==> config.mk <==
export PLATFORM = sky130hd
export DESIGN_NAME = eia_ctrl
export DESIGN_NICKNAME = d
export VERILOG_FILES = /design/src/eia_pkg.sv /design/src/eia_ctrl.sv
export VERILOG_INCLUDE_DIRS = /design/src /design/src/src
export SDC_FILE = /design/constraint.sdc
export NUM_CORES = 1
export LEC_CHECK = 0
export BUFFER_PORTS_ARGS = -buffer_cell sky130_fd_sc_hd__buf_2
export CORE_AREA = 5 5 42 44
export CTS_BUF_LIST = sky130_fd_sc_hd__clkbuf_4
export DETAILED_ROUTE_END_ITERATION = 6
export DIE_AREA = 0 0 47 49
export PLACE_DENSITY = 0.31
export SLEW_MARGIN = 20
export SYNTH_ARGS = -nofsm -noshare
export SYNTH_HDL_FRONTEND = slang
export SYNTH_SLANG_ARGS = --single-unit
export TNS_END_PERCENT = 5
==> constraint.sdc <==
create_clock -name i_clk -period 1.4 [get_ports i_clk]
set_clock_uncertainty 0.15 [all_clocks]
set_input_delay 0.14 -clock i_clk [delete_from_list [all_inputs] [get_ports i_clk]]
set_output_delay 0.14 -clock i_clk [all_outputs]
set_load 0.01 [all_outputs]
==> src/entity_id_allocator_defines.svh <==
// assertion macros shared by the entity id allocator modules
`ifndef ENTITY_ID_ALLOCATOR_DEFINES_SVH
`define ENTITY_ID_ALLOCATOR_DEFINES_SVH

`ifndef NO_ASSERTIONS
`define EIA_ASSERT_SAME(label, clk, rst_n, ante, cons, msg) \
    label: assert property (@(posedge clk) disable iff (!rst_n) (ante) |-> (cons)) \
        else $error(msg);
`define EIA_ASSERT_NEXT(label, clk, rst_n, ante, cons, msg) \
    label: assert property (@(posedge clk) disable iff (!rst_n) (ante) |=> (cons)) \
        else $error(msg);
`else
`define EIA_ASSERT_SAME(label, clk, rst_n, ante, cons, msg)
`define EIA_ASSERT_NEXT(label, clk, rst_n, ante, cons, msg)
`endif

`endif

==> src/eia_pkg.sv <==
// shared types and codes of the entity id allocator
`default_nettype none

package eia_pkg;

    localparam int ID_PORT_W  = 10;
    localparam int SIG_PORT_W = 32;

    localparam logic [1:0] FN_CREATE  = 2'd0;
    localparam logic [1:0] FN_DESTROY = 2'd1;
    localparam logic [1:0] FN_SET     = 2'd2;
    localparam logic [1:0] FN_GET     = 2'd3;

    localparam logic [1:0] STAT_OK    = 2'd0;
    localparam logic [1:0] STAT_FULL  = 2'd1;
    localparam logic [1:0] STAT_RANGE = 2'd2;
    localparam logic [1:0] STAT_EMPTY = 2'd3;

    typedef struct packed {
        logic capture;
        logic clear;
        logic read;
        logic exec;
    } t_eia_cmd;

    typedef struct packed {
        logic clear_last;
    } t_eia_sts;

endpackage

`default_nettype wire

==> src/eia_ctrl.sv <==
// controller state machine of the entity id allocator
`default_nettype none
`include "entity_id_allocator_defines.svh"

module eia_ctrl
    import eia_pkg::*;
(
    input  wire logic     i_clk,
    input  wire logic     i_rst_n,
    input  wire logic     start,
    output logic          busy,
    input  wire t_eia_sts i_sts,
    output t_eia_cmd      o_cmd
);

    localparam logic [1:0] S_CLEAR = 2'd0;
    localparam logic [1:0] S_IDLE  = 2'd1;
    localparam logic [1:0] S_READ  = 2'd2;
    localparam logic [1:0] S_EXEC  = 2'd3;

    logic [1:0] r_state;
    logic [1:0] n_state;

    always_comb begin
        n_state = r_state;
        case (r_state)
            S_CLEAR: begin
                if (i_sts.clear_last) begin
                    n_state = S_IDLE;
                end
            end
            S_IDLE: begin
                if (start) begin
                    n_state = S_READ;
                end
            end
            S_READ: begin
                n_state = S_EXEC;
            end
            S_EXEC: begin
                n_state = S_IDLE;
            end
            default: begin
                n_state = S_CLEAR;
            end
        endcase
    end

    always_ff @(posedge i_clk) begin
        if (!i_rst_n) begin
            r_state <= S_CLEAR;
        end else begin
            r_state <= n_state;
        end
    end

    assign busy          = (r_state != S_IDLE);
    assign o_cmd.capture = (r_state == S_IDLE) && start;
    assign o_cmd.clear   = (r_state == S_CLEAR);
    assign o_cmd.read    = (r_state == S_READ);
    assign o_cmd.exec    = (r_state == S_EXEC);

    `EIA_ASSERT_NEXT(a_accept_reads, i_clk, i_rst_n, start && !busy, r_state == S_READ, "transfer accepted without a memory read")
    `EIA_ASSERT_NEXT(a_exec_returns, i_clk, i_rst_n, o_cmd.exec, !busy, "busy held after execute")

endmodule

`default_nettype wire

Yosys cells after proc, flatten, opt, wreduce, memory -nomap -nowiden
Cells that the tools add are included.
{"block": "classes", "add_sub_neg": 0, "mul": 0, "div": 0, "magnitude_cmp": 0, "n_eq_ne": 6, "shifts": 0, "muxes": 3, "bitwise": 0, "n_reduce_logical": 3}
{"op": "$pmux W2 S4", "count": 1}
{"op": "$eq A2 B2 Y1 const B", "count": 2}
{"op": "$mux W2", "count": 2}
{"op": "$ne A2 B2 Y1 const B", "count": 2}
{"op": "$eq A2 B1 Y1 const B", "count": 1}
{"op": "$logic_not A2 Y1", "count": 1}
{"op": "$ne A2 B1 Y1 const B", "count": 1}
{"op": "$reduce_and A2 Y1", "count": 1}
{"op": "$logic_and A1 B1 Y1", "count": 1}
{"block": "word_totals", "reg_bits": 2, "latch_bits": 0, "mem_bits_rw": 0, "romBits": 0, "inputBits": 4, "output_inout_bits": 5, "word_cells": 13, "mem_count": 0}

Longest topological paths before layout
{"block": "logic_depth", "depth_word": 3, "depth_mapped": 5, "mapped_depth_nobuf": 5}

Worst setup path after synthesis
Ideal clock, no wire load.
{"block": "synth_timing", "path_kind": "register to register", "from": "register r_state[0]", "to": "register r_state[0]", "setup_ns": 0.115, "arrival_ns": 0.988, "required_ns": 1.135, "path_slack_ns": 0.147, "path_stages_with_launch": 6, "path_buffers": 0, "synth_period_minus_slack_ns": 1.253, "cell_sequence": "dfxtp_1 -> inv_1 -> ha_1 -> nand2b_4 -> a21oi_2 -> a31o_1"}
{"item": "from (decl)", "line": "eia_ctrl.sv:21", "text": "logic [1:0] r_state;"}
{"item": "from (signal assigned)", "line": "eia_ctrl.sv:53", "text": "r_state <= n_state;"}

==> summary by stage <==
Global route
The total global routing track utilization is 4.43%. The global route total overflow is 0. The first-pass GRT wire length is 669 um.

The via count of the first global-routing pass is 179. The number of antenna violations at the first check in global routing is 0. Entering global routing, the biggest net connects 5 pins.

Run
Across the run, the number of max-cap violations was 0.

Synthesis
The synthesized design contains 2 register bits. The cell area that synthesis handed to floorplanning was 169 um2. The count of unique library cells instantiated by Yosys is 11. The average cell area after synthesis is 9.38 um2. The share of synthesized area occupied by flip-flops and latches is 23.7%. After technology mapping, the gate count stands at 18.

Yosys printed 0 warnings. The number of nets handed over by synthesis was 26.

Placed design
The instance count after placement with tap cells included is 42. Port buffering added 8 buffers. The half-perimeter wire length after placement is 312 um.

The routability congestion estimate is 0.592.

Drt
The average routed wire per standard cell is 8.42 um. In the routed design, unresolved DRC markers number 0. For this run, the detailed router's first-pass iteration total came to 1. The detailed router finished its first iteration with 0 violations. The detailed-route vias per instance is 3.51.

After detailed routing, the total wire length is 379 um. Once detail routing completed, the nets flagged for antenna violations numbered 0. Detailed routing inserted a total of 158 vias.

STA
The worst path uses 94.7% of the clock period. The number of hold violations in the final report is 0. The count of final setup violators is 0.

The headroom to the max-slew limit is 92.4%. For the finished layout, the period the worst path requires is 1.33 ns. At the pin with the least slew margin, the transition time is 0.111 ns.

Based on the critical path, the design can be clocked at up to 754 MHz. The post-route setup TNS is 0 ns. The max-slew violation count came to 0. Setup repair after global routing left no endpoint under its margin.

CTS
The total clock buffers created by CTS is 3. Counting every sink on the clock net gives 2. In this run the post-CTS setup repair buffer count came out at 0. In this run, post-CTS hold repair placed 0 buffers. The insertion delay to the later sink of the worst-skew pair is 0.22 ns. The clock-pin slew on the worst setup and hold paths is 0.03 ns. Gates resized during post-CTS repair numbered 1. The clock tree from TritonCTS is done. The level count of the clock H-tree is 1.

The clock root buffer is sky130_fd_sc_hd__clkbuf_4. Counting along the longest clock path gives a buffer depth of 2.

Finish
Once layout is complete, the utilization of the core stands at 18.5%. Once layout is complete, the cells apart from fillers number 45. Relative to the synthesized area, the layout overhead comes to 53.3%. The share of cells above drive strength 1 is 65.5%. The most flop-heavy register is r_state.

The repair_antennas step left the layout with diodes totalling 0. The net count of the finished layout is 39. The register with the most flip-flops in the layout has 2 of them. In the final layout, the registers with the most flip-flops are r_state: 2 flops.

Floorplan
The initial cell density of the core is 12.1%. The die covers 2300 um2. The die is 49 um tall. The overall die width is 47 um. The standard cell core area is 1400 um2. For this design the top-level I/O count stands at 9.

The cell row count is 14.

Status
The run finished with clean final reports.

Critical path
The signal arrival time at the worst endpoint is 1.04 ns. STA classifies the critical path endpoint as an output port. The type of element launching the critical path is a flop. The critical path is of the reg -> out type. The worst path required time is 1.11 ns.

The number of cells on the worst reg-to-reg path is 5. The biggest fanout along the worst timing path is 4.

Power
Sequential cells account for 23.3% of the total power. The leakage power is 0.131 nW. Dividing total power by cell area gives a power density of 1980 nW/um2. Net switching is 40.0% of the power. Combinational logic is responsible for 52.3% of the overall power.

The internal power is 0.000308 W. The power spent charging and discharging nets is 0.000205 W. VDD sags by at most 508 uV. Of the total power, the clock network draws 24.4%.

Worst hold path
The worst hold path passes through 3 cells. The worst min-delay path category is in -> reg.
[cells in the final DEF, fill, tap and decap left out, drive strengths merged]
| master | instances |
|---|---|
| a21oi | 1 |
| and2 | 1 |
| dfxtp | 2 |
| nand2b | 1 |
| buf | 8 |
| ha | 4 |
| mux2i | 1 |
| a31o | 1 |
| inv | 3 |
| clkbuf | 3 |
| o21ai | 1 |
| nand2 | 3 |
[power by group through the flow]
stage | clock (W) | sequential, W | combinational (W)
final | 0.000125 | 0.000120 | 0.000268
after CTS | 0.000138 | 0.000111 | 0.000276
after detailed placement | 0 | 0.000109 | 0.000275
after global routing | 0.000144 | 0.000126 | 0.000306
after floorplan | 0 | 0.000104 | 0.000194
after global placement | 0 | 0.000108 | 0.000278
[logic make-up after synthesis]
| logic type | after synthesis | share of synthesized area (%) |
|---|---|---|
| DFF | 2 | 23.7 |
| muxes | 1 | 5.93 |
| buffers and inverters | 3 | 6.67 |
| and+or+nand+nor | 5 | 18.5 |
| adders and majority gates | 4 | 29.6 |
| AOI/OAI and AO/OA | 3 | 15.6 |
[routing by layer]
metal | vias up | global-route usage (%) | routed length [um]
met4 | 0 | 5.53 | 0
met5 | - | 0 | 0
met2 | 3 | 6.79 | 241
met3 | 0 | 2.58 | 35
li1 | 79 | - | -
met1 | 76 | 3.06 | 102
[worst max-delay path: stages (launching register included)]
cell	delay (ns)
sky130_fd_sc_hd__dfxtp_4	0.35
sky130_fd_sc_hd__inv_2	0.04
sky130_fd_sc_hd__ha_2	0.17
sky130_fd_sc_hd__and2_1	0.13
sky130_fd_sc_hd__buf_2	0.13
[path summary, 6_finish.rpt]
path	endpoint	slack (ns)	from
worst max register to register	r_state[0]	0.17	r_state[0]
worst min-delay path	r_state[1]	0.05	i_rst_n
worst max-delay path	o_cmd[3]	0.07	r_state[1]
worst min register to register	r_state[1]	0.35	r_state[1]
[stage by stage]
step / total power, W / cell area (um2) / hold slack [ns] / setup slack [ns]
2_1_floorplan: 0.000298 / 169 / 0.132 / 0.147
3_3_place_gp: 0.000386 / 229 / 0.295 / 0.126
3_5_place_dp: 0.000384 / 229 / 0.285 / 0.112
4_1_cts: 0.000524 / 253 / 0.0444 / 0.00331
5_1_grt: 0.000577 / 259 / 0.0549 / 0.00126
6_report: 0.000513 / 259 / 0.0504 / 0.0740
[cell type report]
type                       count  area (um2)
inverter                       3        11.3
multi-input combinational     13         120
sequential                     2        45.0
clock buffer                   3        22.5
timing repair buffer           8        40.0
tap                           16        20.0
fill                         172        1140
[cells in the mapped netlist]
master                     number  share of area, %
sky130_fd_sc_hd__and2_1         1               3.7
sky130_fd_sc_hd__a21oi_2        1               5.2
sky130_fd_sc_hd__ha_1           4                30
sky130_fd_sc_hd__dfxtp_1        2                24
sky130_fd_sc_hd__inv_1          2               4.4
sky130_fd_sc_hd__o21ai_2        1               5.2
sky130_fd_sc_hd__a31o_1         1               5.2
sky130_fd_sc_hd__inv_2          1               2.2
sky130_fd_sc_hd__mux2i_1        1               5.9
sky130_fd_sc_hd__nand2b_4       1               8.1
sky130_fd_sc_hd__nand2_1        3               6.7
Power figures use the tool's default switching activity.
